### src/rtl/qlce_pkg.sv
// Shared types, codes and character set tables of the quoted literal encoder.
package qlce_pkg;

    localparam int unsigned FIFO_DEPTH = 4;
    localparam int unsigned PTR_W      = $clog2(FIFO_DEPTH);
    localparam int unsigned CNT_W      = $clog2(FIFO_DEPTH + 1);

    localparam logic [2:0] CHARSET_ASCII = 3'd0;
    localparam logic [2:0] CHARSET_PET   = 3'd1;
    localparam logic [2:0] CHARSET_LOWER = 3'd2;
    localparam logic [2:0] CHARSET_UPPER = 3'd3;

    localparam logic [1:0] END_PLAIN = 2'd0;
    localparam logic [1:0] END_ZERO  = 2'd1;
    localparam logic [1:0] END_MARK  = 2'd2;

    localparam logic [0:0] CFG_CHARSET = 1'd0;
    localparam logic [0:0] CFG_END     = 1'd1;

    localparam logic [7:0] SPACE_CHAR = 8'h20;
    localparam logic [7:0] MARK_BIT   = 8'h80;

    typedef enum logic {
        PH_AWAIT  = 1'b0,
        PH_INSIDE = 1'b1
    } t_phase;

    typedef struct packed {
        logic [7:0] out_byte;
        logic       is_data;
        logic       out_last;
        logic       unterminated;
    } t_result;

    localparam logic [7:0] PET_ROM [128] = '{
        8'h20,8'h20,8'h20,8'hd3,8'hda,8'hd8,8'hc1,8'hd1,
        8'hd1,8'h77,8'h20,8'h20,8'h20,8'h20,8'h20,8'h2a,
        8'h20,8'h20,8'h20,8'h21,8'h20,8'h20,8'haf,8'h20,
        8'h5e,8'h20,8'h20,8'h5f,8'h20,8'h20,8'h20,8'h20,
        8'h20,8'h21,8'h22,8'h23,8'h24,8'h25,8'h26,8'h27,
        8'h28,8'h29,8'h2a,8'h2b,8'h2c,8'h2d,8'h2e,8'h2f,
        8'h30,8'h31,8'h32,8'h33,8'h34,8'h35,8'h36,8'h37,
        8'h38,8'h39,8'h3a,8'h3b,8'h3c,8'h3d,8'h3e,8'h3f,
        8'h40,8'hc1,8'hc2,8'hc3,8'hc4,8'hc5,8'hc6,8'hc7,
        8'hc8,8'hc9,8'hca,8'hcb,8'hcc,8'hcd,8'hce,8'hcf,
        8'hd0,8'hd1,8'hd2,8'hd3,8'hd4,8'hd5,8'hd6,8'hd7,
        8'hd8,8'hd9,8'hda,8'h5b,8'h20,8'h5d,8'h5e,8'h5f,
        8'h20,8'h41,8'h42,8'h43,8'h44,8'h45,8'h46,8'h47,
        8'h48,8'h49,8'h4a,8'h4b,8'h4c,8'h4d,8'h4e,8'h4f,
        8'h50,8'h51,8'h52,8'h53,8'h54,8'h55,8'h56,8'h57,
        8'h58,8'h59,8'h5a,8'h27,8'hdd,8'h28,8'h20,8'h20
    };

    localparam logic [7:0] LOWER_ROM [128] = '{
        8'h00,8'h00,8'h00,8'h53,8'h5a,8'h58,8'h41,8'h51,
        8'hd1,8'h57,8'hd7,8'h20,8'h20,8'h20,8'h20,8'h2a,
        8'h20,8'h20,8'h20,8'h21,8'h20,8'h20,8'h79,8'h20,
        8'h1e,8'h20,8'h20,8'h1f,8'h20,8'h20,8'h20,8'h20,
        8'h20,8'h21,8'h22,8'h23,8'h24,8'h25,8'h26,8'h27,
        8'h28,8'h29,8'h2a,8'h2b,8'h2c,8'h2d,8'h2e,8'h2f,
        8'h30,8'h31,8'h32,8'h33,8'h34,8'h35,8'h36,8'h37,
        8'h38,8'h39,8'h3a,8'h3b,8'h3c,8'h3d,8'h3e,8'h3f,
        8'h00,8'h41,8'h42,8'h43,8'h44,8'h45,8'h46,8'h47,
        8'h48,8'h49,8'h4a,8'h4b,8'h4c,8'h4d,8'h4e,8'h4f,
        8'h50,8'h51,8'h52,8'h53,8'h54,8'h55,8'h56,8'h57,
        8'h58,8'h59,8'h5a,8'h1b,8'h20,8'h1d,8'h1e,8'h64,
        8'h20,8'h01,8'h02,8'h03,8'h04,8'h05,8'h06,8'h07,
        8'h08,8'h09,8'h0a,8'h0b,8'h0c,8'h0d,8'h0e,8'h0f,
        8'h10,8'h11,8'h12,8'h13,8'h14,8'h15,8'h16,8'h17,
        8'h18,8'h19,8'h1a,8'h28,8'h42,8'h29,8'h20,8'h20
    };

    localparam logic [7:0] UPPER_ROM [128] = '{
        8'h00,8'h00,8'h00,8'h53,8'h5a,8'h58,8'h41,8'h51,
        8'hd1,8'h57,8'hd7,8'h20,8'h20,8'h20,8'h20,8'h2a,
        8'h20,8'h20,8'h20,8'h21,8'h20,8'h20,8'h79,8'h20,
        8'h1e,8'h20,8'h20,8'h1f,8'h20,8'h20,8'h20,8'h20,
        8'h20,8'h21,8'h22,8'h23,8'h24,8'h25,8'h26,8'h27,
        8'h28,8'h29,8'h2a,8'h2b,8'h2c,8'h2d,8'h2e,8'h2f,
        8'h30,8'h31,8'h32,8'h33,8'h34,8'h35,8'h36,8'h37,
        8'h38,8'h39,8'h3a,8'h3b,8'h3c,8'h3d,8'h3e,8'h3f,
        8'h00,8'h01,8'h02,8'h03,8'h04,8'h05,8'h06,8'h07,
        8'h08,8'h09,8'h0a,8'h0b,8'h0c,8'h0d,8'h0e,8'h0f,
        8'h10,8'h11,8'h12,8'h13,8'h14,8'h15,8'h16,8'h17,
        8'h18,8'h19,8'h1a,8'h1b,8'h20,8'h1d,8'h1e,8'h64,
        8'h20,8'h01,8'h02,8'h03,8'h04,8'h05,8'h06,8'h07,
        8'h08,8'h09,8'h0a,8'h0b,8'h0c,8'h0d,8'h0e,8'h0f,
        8'h10,8'h11,8'h12,8'h13,8'h14,8'h15,8'h16,8'h17,
        8'h18,8'h19,8'h1a,8'h28,8'h42,8'h29,8'h20,8'h20
    };

    function automatic logic [7:0] translate(input logic [2:0] charset, input logic [7:0] ch);
        logic [7:0] b;
        unique case (charset)
            CHARSET_ASCII: b = ch;
            CHARSET_PET:   b = PET_ROM[ch[6:0]];
            CHARSET_LOWER: b = LOWER_ROM[ch[6:0]];
            CHARSET_UPPER: b = UPPER_ROM[ch[6:0]];
            default:       b = SPACE_CHAR;
        endcase
        return b;
    endfunction

endpackage

### src/rtl/quoted_literal_charset_encoder.sv
// Quoted literal encoder: delimiter tracking, charset translation and result queue.
//
// Usage: source characters enter on the request channel (i_valid / o_ready) with
// i_text_char and i_text_end; encoded bytes leave on the result channel
// (o_valid / i_ready) with o_out_byte, o_is_data, o_out_last, o_unterminated.
// The first character of a literal is its delimiter; one output byte is held
// back until the next request shows whether the literal closes.
// Throughput: one request per cycle while o_ready is high. Each request is decoded
// in the cycle it is accepted and pushes zero, one or two results into a 4-entry
// result queue; results reach the output from the queue registers.
// o_ready is high while the queue has room for two results, so a stalled receiver
// backs up the request channel after at most four queued results.
// Configuration (i_cfg_we, i_cfg_index, i_cfg_data): index 0 selects the charset,
// index 1 the end mode; writes take effect at once and belong to idle periods.
// Reset (synchronous, active low) clears the configuration, the literal state and
// the result queue; the block then awaits an opening delimiter.
module quoted_literal_charset_encoder
    import qlce_pkg::*;
(
    input  logic       i_clk,
    input  logic       i_rst_n,
    input  logic       i_valid,
    output logic       o_ready,
    input  logic [7:0] i_text_char,
    input  logic       i_text_end,
    output logic       o_valid,
    input  logic       i_ready,
    output logic [7:0] o_out_byte,
    output logic       o_is_data,
    output logic       o_out_last,
    output logic       o_unterminated,
    input  logic       i_cfg_we,
    input  logic [0:0] i_cfg_index,
    input  logic [2:0] i_cfg_data
);

    logic [2:0] r_charset;
    logic [1:0] r_end_mode;
    t_phase     r_phase, n_phase;
    logic [7:0] r_delim, n_delim;
    logic [7:0] r_held_byte, n_held_byte;
    logic       r_held_valid, n_held_valid;
    logic       r_held_markable, n_held_markable;
    logic       r_delim_seen, n_delim_seen;

    t_result    r_fifo [FIFO_DEPTH];
    logic [PTR_W-1:0] r_wr_ptr, r_rd_ptr;
    logic [CNT_W-1:0] r_count, n_count;

    logic       accept, pop;
    logic [1:0] push_n;
    t_result    res0, res1;
    t_result    held_res, zero_res, bare_res;
    logic       fin_unterm;
    logic [7:0] trans;

    assign accept = i_valid && o_ready;
    assign pop    = o_valid && i_ready;
    assign o_ready = r_count <= CNT_W'(FIFO_DEPTH - 2);
    assign o_valid = r_count != '0;
    assign trans   = translate(r_charset, i_text_char);
    assign fin_unterm = i_text_end && !r_delim_seen;

    always_comb begin
        held_res = '{out_byte: r_held_byte, is_data: 1'b1, out_last: 1'b0,
                     unterminated: 1'b0};
        zero_res = '{out_byte: 8'h00, is_data: 1'b1, out_last: 1'b0, unterminated: 1'b0};
        bare_res = '{out_byte: 8'h00, is_data: 1'b0, out_last: 1'b0, unterminated: 1'b0};

        n_phase         = r_phase;
        n_delim         = r_delim;
        n_held_byte     = r_held_byte;
        n_held_valid    = r_held_valid;
        n_held_markable = r_held_markable;
        n_delim_seen    = r_delim_seen;
        push_n          = 2'd0;
        res0            = held_res;
        res1            = zero_res;

        if (accept) begin
            if (r_phase == PH_AWAIT) begin
                if (!i_text_end) begin
                    n_delim = i_text_char;
                    n_phase = PH_INSIDE;
                end
            end else if (i_text_end || (r_delim_seen && i_text_char != r_delim)) begin
                if (r_end_mode == END_MARK && r_held_markable) begin
                    res0.out_byte = r_held_byte | MARK_BIT;
                end
                if (r_held_valid) begin
                    push_n = (r_end_mode == END_ZERO) ? 2'd2 : 2'd1;
                end else if (r_end_mode == END_ZERO) begin
                    res0   = zero_res;
                    push_n = 2'd1;
                end else if (fin_unterm) begin
                    res0   = bare_res;
                    push_n = 2'd1;
                end
                if (push_n == 2'd2) begin
                    res1.out_last     = 1'b1;
                    res1.unterminated = fin_unterm;
                end else begin
                    res0.out_last     = 1'b1;
                    res0.unterminated = fin_unterm;
                end
                n_held_byte     = 8'h00;
                n_held_valid    = 1'b0;
                n_held_markable = 1'b0;
                n_delim_seen    = 1'b0;
                if (i_text_end) begin
                    n_phase = PH_AWAIT;
                end else begin
                    n_phase = PH_INSIDE;
                    n_delim = i_text_char;
                end
            end else if (r_delim_seen) begin
                push_n          = {1'b0, r_held_valid};
                n_held_byte     = r_delim;
                n_held_valid    = 1'b1;
                n_held_markable = 1'b0;
                n_delim_seen    = 1'b0;
            end else if (i_text_char == r_delim) begin
                n_delim_seen = 1'b1;
            end else begin
                push_n          = {1'b0, r_held_valid};
                n_held_byte     = trans;
                n_held_valid    = 1'b1;
                n_held_markable = 1'b1;
            end
        end

        n_count = r_count + CNT_W'(push_n) - CNT_W'(pop);
    end

    always_ff @(posedge i_clk) begin
        if (!i_rst_n) begin
            r_charset       <= CHARSET_ASCII;
            r_end_mode      <= END_PLAIN;
            r_phase         <= PH_AWAIT;
            r_delim         <= 8'h00;
            r_held_byte     <= 8'h00;
            r_held_valid    <= 1'b0;
            r_held_markable <= 1'b0;
            r_delim_seen    <= 1'b0;
            r_wr_ptr        <= '0;
            r_rd_ptr        <= '0;
            r_count         <= '0;
        end else begin
            if (i_cfg_we) begin
                unique case (i_cfg_index)
                    CFG_CHARSET: r_charset  <= i_cfg_data;
                    CFG_END:     r_end_mode <= i_cfg_data[1:0];
                    default:     r_charset  <= r_charset;
                endcase
            end
            r_phase         <= n_phase;
            r_delim         <= n_delim;
            r_held_byte     <= n_held_byte;
            r_held_valid    <= n_held_valid;
            r_held_markable <= n_held_markable;
            r_delim_seen    <= n_delim_seen;
            r_wr_ptr        <= r_wr_ptr + PTR_W'(push_n);
            r_rd_ptr        <= r_rd_ptr + PTR_W'(pop);
            r_count         <= n_count;
        end
    end

    always_ff @(posedge i_clk) begin
        if (push_n != 2'd0) begin
            r_fifo[r_wr_ptr] <= res0;
        end
        if (push_n == 2'd2) begin
            r_fifo[r_wr_ptr + PTR_W'(1)] <= res1;
        end
    end

    assign o_out_byte     = r_fifo[r_rd_ptr].out_byte;
    assign o_is_data      = r_fifo[r_rd_ptr].is_data;
    assign o_out_last     = r_fifo[r_rd_ptr].out_last;
    assign o_unterminated = r_fifo[r_rd_ptr].unterminated;

    a_count_bound: assert property (@(posedge i_clk) disable iff (!i_rst_n)
        r_count <= CNT_W'(FIFO_DEPTH))
        else $error("result queue overflow");

    a_await_no_push: assert property (@(posedge i_clk) disable iff (!i_rst_n)
        (accept && r_phase == PH_AWAIT) |=> r_count <= $past(r_count))
        else $error("result pushed while awaiting a delimiter");

    a_stall_holds: assert property (@(posedge i_clk) disable iff (!i_rst_n)
        (o_valid && !i_ready) |=> r_count >= $past(r_count))
        else $error("queued result lost under stall");

    a_markable_held: assert property (@(posedge i_clk) disable iff (!i_rst_n)
        r_held_markable |-> r_held_valid)
        else $error("markable flag without a held byte");

    a_seen_inside: assert property (@(posedge i_clk) disable iff (!i_rst_n)
        r_delim_seen |-> (r_phase == PH_INSIDE))
        else $error("pending delimiter outside a literal");

endmodule
### config.mk
export PLATFORM = sky130hd
export DESIGN_NAME = quoted_literal_charset_encoder
export DESIGN_NICKNAME = d
export VERILOG_FILES = /design/src/rtl/qlce_pkg.sv /design/src/rtl/quoted_literal_charset_encoder.sv
export SDC_FILE = /design/constraint.sdc
export NUM_CORES = 1
export LEC_CHECK = 0
export ABC_AREA = 1
export BUFFER_PORTS_ARGS = -buffer_cell sky130_fd_sc_hd__buf_4
export CAP_MARGIN = 20
export CORE_MARGIN = 8
export CORE_UTILIZATION = 40
export DETAILED_ROUTE_END_ITERATION = 7
export PLACE_DENSITY = 0.63
export SYNTH_ARGS = -nofsm -noshare
export SYNTH_HDL_FRONTEND = slang
export SYNTH_SLANG_ARGS = --single-unit
### constraint.sdc
create_clock -name i_clk -period 6.9 [get_ports i_clk]
set_input_delay 0 -clock i_clk [delete_from_list [all_inputs] [get_ports i_clk]]
set_output_delay 0 -clock i_clk [all_outputs]
set_load 0.05 [all_outputs]
==> flow_summary.json, run 1 <==
{
  "postCtsSetupRepairBufs": 0,
  "initial_core_util_pct": 40.8,
  "routed_wl_um": 14600,
  "gr-total-overflow": 0,
  "vias": 5051,
  "synth_top_family_by_area": "simple AND/OR/NAND/NOR gates",
  "holdBufCountCts": 11,
  "rows": 40,
  "hold_viol_final": 0,
  "critPathLaunchType": "flop",
  "n_antenna_cell": 0,
  "synth-async-reset-ratio_pct": 0,
  "place_ws_ns": 4.32,
  "cts_resized": 0,
  "critPathKind": "reg -> reg",
  "synthFlopType": "dfxtp_1",
  "setup_tns_ns": 0,
  "cp_max_fo": 13,
  "pwr_density_cell_nw_per_um2": 306,
  "antenna_found_initial": 0,
  "grt.total_usage_pct": 18.3,
  "synth_most_common_cell": "nand2_1",
  "setup_slack_ns": 4.31,
  "syn_inst": 757,
  "drc_errors": 0,
  "worstPathArrival_ns": 2.80,
  "synth-seq-cells": 76,
  "drive_above_1_share_pct": 9.85,
  "drt_iter0_drc": 272,
  "synth_nets": 786,
  "viasPerCell": 5.44,
  "die_x_um": 126,
  "numCtsBuffers": 9,
  "maxSlewViolCount": 0,
  "worstPathRequired_ns": 7.12,
  "hp-class": "in -> reg",
  "wl_per_cell_um": 15.7,
  "finalCriticalPeriod_ns": 2.59,
  "grt_setup_unrepaired": "false",
  "clock-sinks": 76,
  "synth-xor-area-share_pct": 1.44,
  "cp-end-kind": "flop",
  "r2r_cells": 15,
  "grt_pass1_wl_um": 23700,
  "synth-compound-area-share_pct": 17.6,
  "cts_root_buf": "clkbuf_16",
  "worst_pin_slew_ns": 0.722,
  "synthMuxAreaShare_pct": 0,
  "avgSynthCellArea_um2": 6.42,
  "die_h_um": 126,
  "status": "finished, final reports clean",
  "area_growth_pct": 13.4,
  "die_area_um2": 15900,
  "placedCellCount": 902,
  "synth.cell_area_um2": 4860,
  "fin_area_um2": 5510,
  "path_clk_slew_ns": 0.06,
  "yosys.area.top_type": "dfxtp_1",
  "maxSlewHeadroom_pct": 51.4,
  "multiInputGateArea_um2": 2770,
  "fmax_mhz": 387,
  "synth_edf_count": 8,
  "n_fill_cell": 1256,
  "final_net_count": 806,
  "worstSkewPairLatency_ns": 0.34,
  "seq_area_frac_synth_pct": 33.0,
  "synth_common_cells": "nand2_1, nor2_1, dfxtp_1, nand3_1, inv_1",
  "synth.distinct_cells": 43,
  "io_pins": 31,
  "synthAdderAreaFrac_pct": 2.99,
  "regArea_um2": 1600,
  "setup_viol": 0,
  "hold_path_depth": 3,
  "dp_hpwl_um": 10500,
  "cts_tree": "yes",
  "drv_cap": 0,
  "io_buffers": 30,
  "leakage_nw": 2.68,
  "grt_max_degree": 65,
  "synth-simple-area-share_pct": 35.0,
  "finClkSkew_ns": 0.00921,
  "grt_pass1_vias": 4868,
  "vdd_drop_max_uv": 139,
  "final_cells": 929,
  "htree_levels": 3,
  "ys_warn_count": 0,
  "gp_congestion": 0.956,
  "synth_top_area_share_pct": 28.0,
  "fin_crit_sh_pct": 37.5,
  "clk_path_buf_depth": 2,
  "drt_pass1_iterations": 5,
  "postRouteAntennaNets": 0,
  "synth_area_leaders": "dfxtp_1, nand2_1, nor2_1",
  "dpl_cell_area_um2": 5090,
  "coreArea_um2": 11900
}
==> logic make-up (layout without fill, tap and decap cells) <==
logic type                 count (synthesis)  count (layout)
AOI/OAI and AO/OA                        158             158
xor gates and xnor gates                   8               8
adders and majority gates                 11              11
buffers and inverters                    109             134
DFF                                       76              76
and+or+nand+nor                          395             395
==> critical path: stages (launching register included) <==
cell	delay (ns)
dfxtp_1	0.61
inv_1	0.23
nand3_1	0.16
nand2_1	0.06
inv_1	0.05
nand2_1	0.09
nand2_1	0.11
inv_1	0.04
ha_1	0.26
inv_1	0.05
ha_1	0.12
inv_1	0.05
fa_1	0.38
xor2_1	0.17
inv_1	0.06
nor2_1	0.03
==> layer usage <==
| layer | global-route usage [%] | vias to the layer above | wire (um) |
|---|---|---|---|
| met3 | 2.24 | 38 | 689 |
| met1 | 20.4 | 2325 | 6010 |
| li1 | - | 2516 | - |
| met4 | 11.5 | 0 | 643 |
| met2 | 32.4 | 172 | 7240 |
| met5 | 0 | - | 0 |
==> path summary, 6_finish.rpt <==
path,start,end,slack (ns)
max,r_delim_seen$_SDFFE_PN0P_,r_count[2]$_SDFF_PN0_,4.31
max reg2reg,r_delim_seen$_SDFFE_PN0P_,r_count[2]$_SDFF_PN0_,4.31
min,i_text_char[6],r_delim[6]$_SDFFE_PN0P_,0.05
min reg2reg,r_held_byte[0]$_SDFFE_PN0P_,r_held_byte[0]$_SDFFE_PN0P_,0.45
==> area by class of cell <==
cell class / instances / share of cell area, %
multi-input combinational: 572 / 50.2
sequential: 76 / 29.1
timing repair buffer: 45 / 6.63
inverter: 73 / 5.16
clock buffer: 12 / 5.04
tap: 147 / 3.34
clock inverter: 4 / 0.500
==> cell usage in the layout, fill, tap and decap left out, types with 2 or more instances in the layout <==
cell,Yosys,final
o21ai_0,64,64
dlygate4sd3_1,0,11
nor2_1,100,100
o21ai_1,2,2
nor3_1,5,5
nand2_4,4,4
nand2_1,198,198
nand4_1,3,3
buf_4,0,34
a21oi_1,62,62
inv_1,66,66
clkbuf_16,0,10
a21boi_0,2,2
clkinv_4,1,2
inv_6,1,2
o211ai_1,5,5
o22ai_1,14,14
nor2_2,4,4
dfxtp_1,68,68
clkbuf_8,0,2
xor2_1,3,3
ha_1,10,10
inv_2,4,4
o2111ai_1,2,2
xnor2_1,5,5
edfxtp_1,8,8
nand3_1,68,68
nand2_2,7,7
clkinv_2,0,2
==> per-stage QoR <==
stage	power, mW	hold WS [ns]	utilization (%)
global route	1.78	0.0549	46.2
finish	1.69	0.0489	46.2
detailed placement	1.22	0.277	42.8
CTS	1.70	0.0366	46.2
global placement	1.21	0.268	42.8
floorplan	1.03	0.138	-
==> power breakdown <==
part | switching [mW] | internal (mW)
Sequential | 0.0401 | 0.499
Combinational | 0.468 | 0.207
Clock | 0.187 | 0.286
==> registers in the layout, summed over array words and instances (netlist names) <==
register and count:
r_phase 1, r_delim 8, r_delim_seen 1, r_end_mode 2
r_held_markable 1, r_rd_ptr 2, r_fifo 44, r_held_byte 8
r_wr_ptr 2, r_held_valid 1, r_charset 3, r_count 3
No activity file was read; power rests on OpenSTA's default activity.
==> run 2, diff against run 1 <==
--- a/config.mk
+++ b/config.mk
@@ -5,13 +5,13 @@
 export SDC_FILE = /design/constraint.sdc
 export NUM_CORES = 1
 export LEC_CHECK = 0
-export ABC_AREA = 1
+export ABC_AREA = 0
 export BUFFER_PORTS_ARGS = -buffer_cell sky130_fd_sc_hd__buf_4
 export CAP_MARGIN = 20
 export CORE_MARGIN = 8
 export CORE_UTILIZATION = 40
 export DETAILED_ROUTE_END_ITERATION = 7
-export PLACE_DENSITY = 0.63
+export PLACE_DENSITY = 0.66
 export SYNTH_ARGS = -nofsm -noshare
 export SYNTH_HDL_FRONTEND = slang
 export SYNTH_SLANG_ARGS = --single-unit
==> constraint.sdc (replaced) <==
create_clock -name i_clk -period 2.2 [get_ports i_clk]
set_input_delay 0 -clock i_clk [delete_from_list [all_inputs] [get_ports i_clk]]
set_output_delay 0 -clock i_clk [all_outputs]
set_load 0.05 [all_outputs]
==> flow_summary.json, run 2 <==
{
  "grt.total_usage_pct": 17.3,
  "n_fill_cell": 1097,
  "top_register": "r_fifo",
  "leakage_nw": 2.25,
  "clock-sinks": 76,
  "antenna_found_initial": 0,
  "die_x_um": 126,
  "drc_errors": 0,
  "initial_core_util_pct": 40.5,
  "synth_top_area_share_pct": 28.3,
  "worstPathArrival_ns": 2.92,
  "die_h_um": 126,
  "setup_slack_ns": -0.494,
  "multiInputGateArea_um2": 3050,
  "hold_viol_final": 0,
  "ys_warn_count": 0,
  "wl_per_cell_um": 17.1,
  "critPathKind": "reg -> reg",
  "coreArea_um2": 11900,
  "avgSynthCellArea_um2": 8.32,
  "area_growth_pct": 25.2,
  "p_total_mw": 4.48,
  "pwr_density_cell_nw_per_um2": 744,
  "finalCriticalPeriod_ns": 2.69,
  "cts_root_buf": "clkbuf_16",
  "regArea_um2": 1610,
  "synth_common_cells": "nand2_1, dfxtp_1, a21oi_1",
  "postRouteAntennaNets": 0,
  "maxSlewHeadroom_pct": 49.4,
  "worstSkewPairLatency_ns": 0.33,
  "gp_congestion": 0.921,
  "path_clk_slew_ns": 0.06,
  "grt_pass1_vias": 4427,
  "drt_iter0_drc": 489,
  "yosys.area.top_type": "dfxtp_1",
  "hp-class": "in -> reg",
  "critPathLaunchType": "flop",
  "largest_reg_flops": 44,
  "vdd_drop_max_uv": 394,
  "grt_pass1_wl_um": 22400,
  "io_pins": 31,
  "grt_max_degree": 34,
  "setup_viol": 2,
  "dp_hpwl_um": 10100,
  "gr-total-overflow": 0,
  "synth.cell_area_um2": 4800,
  "finClkSkew_ns": 0.00792,
  "synthFlopType": "dfxtp_1",
  "clk_path_buf_depth": 2,
  "synth_nets": 606,
  "final_net_count": 672,
  "rows": 40,
  "setup_tns_ns": -0.767,
  "layout_common_cells": "buf_4, nand2_1, dfxtp_1, a21oi_1, nand3_1",
  "numCtsBuffers": 9,
  "cp-end-kind": "flop",
  "viasPerCell": 5.84,
  "synth-seq-cells": 76,
  "cp_max_fo": 2,
  "synth.distinct_cells": 72,
  "fmax_mhz": 371,
  "drive_above_1_share_pct": 25.2,
  "synth_most_common_cell": "nand2_1",
  "seq_area_frac_synth_pct": 33.3,
  "synth-async-reset-ratio_pct": 0,
  "syn_inst": 577,
  "drt_pass1_iterations": 5,
  "synth_edf_count": 8,
  "worst_pin_slew_ns": 0.757,
  "synth_area_leaders": "dfxtp_1, a21oi_1, nand2_1",
  "worstPathRequired_ns": 2.42,
  "cts_tree": "yes",
  "fin_crit_sh_pct": 122,
  "routed_wl_um": 13600,
  "maxSlewViolCount": 0,
  "status": "finished, violations left",
  "violations": "negative setup slack",
  "drv_cap": 0,
  "grt_setup_unrepaired": "true",
  "final_common_cell": "buf_4",
  "n_antenna_cell": 0,
  "place_ws_ns": -0.556,
  "die_area_um2": 15800,
  "top_regs": "r_fifo (44), r_delim (8), r_held_byte (8)",
  "vias": 4642,
  "htree_levels": 3,
  "io_buffers": 30
}
run 2: cell types whose count changed after synthesis, moves of 8 or more:
cell     before  now
nor2_1      100   28
mux2i_1       0   11
nand3_1      68   46
nor2b_1       0   19
buf_2         8   16
mux4_2        0   11
inv_1        66   16
o22ai_1      14    3
and2_1        0   12
o21ai_0      64   33
nand2_1     198   73
run 2: kinds of logic (layout without fill, tap and decap cells):
kind of cell	after synthesis	count (layout)	synth area share, %
adders and majority gates	12	12	3.23
muxes	23	23	7.68
buffers and inverters	58	129	5.52
AOI/OAI and AO/OA	171	171	24.2
xor gates and xnor gates	16	16	3.23
and+or+nand+nor	221	221	22.8
DFF	76	76	33.3
run 2: worst paths after layout:
check                                          startpoint                         end  slack [ns]  depth (start not counted)
worst max register to register    r_delim[7]$_SDFFE_PN0P_       r_count[2]$_SDFF_PN0_       -0.49                         13
worst min register to register  r_fifo[0][6]$_SDFFE_PP0N_   r_fifo[0][6]$_SDFFE_PP0N_        0.46                          2
worst max-delay path              r_delim[7]$_SDFFE_PN0P_       r_count[2]$_SDFF_PN0_       -0.49                         13
worst min-delay path                          i_cfg_index  r_end_mode[1]$_SDFFE_PN0P_        0.01                          4
run 2: final cells by class:
class	count	share of cell area [%]
multi-input combinational	443	50.7
sequential	76	26.8
timing repair buffer	97	12.8
clock buffer	12	4.45
tap	147	3.06
clock inverter	4	1.29
inverter	16	0.999
run 2: per-stage QoR:
step | instances | hold WS, ns | util, % | area, um2
3_5_place_dp | 769 | 0.270 | 46.7 | 5540
5_1_grt | 795 | 0.0330 | 50.7 | 6010
2_1_floorplan | 577 | 0.130 | - | 4880
6_report | 795 | 0.00970 | 50.7 | 6010
3_3_place_gp | 769 | 0.265 | 46.7 | 5540
4_1_cts | 793 | 0.000421 | 50.3 | 5970
run 2: layer usage:
layer / share of wire (%) / track usage, % / vias up
met3: 5.5 / 2.72 / 14
met5: 0 / 0 / -
li1: - / - / 2251
met4: 1.4 / 5.66 / 0
met1: 44 / 21.8 / 2226
met2: 49 / 29.6 / 151
run 2: timing repair:
item | in CTS | in global routing
endpoints found under the hold margin | 4 | 0
endpoints found under the setup margin | 10 | 8
pin swaps | 9 | 8
hold buffers | 5 | 0
gates resized for setup | 4 | 9
setup buffers | 3 | 2
run 2: critical path, cell delays in order (launching register included):
cell	delay, ns
dfxtp_2	0.33
xnor2_2	0.17
and4_1	0.24
nand2_2	0.08
maj3_2	0.32
o2111ai_2	0.17
ha_1	0.25
inv_1	0.06
ha_2	0.16
inv_2	0.04
fa_2	0.33
xor2_1	0.16
xnor2_1	0.12
and2_1	0.16
run 2: power breakdown:
group | internal [mW] | switching (mW)
registers | 1.48 | 0.109
clock network | 1.10 | 0.572
logic | 0.550 | 0.667
total | 3.13 | 1.35
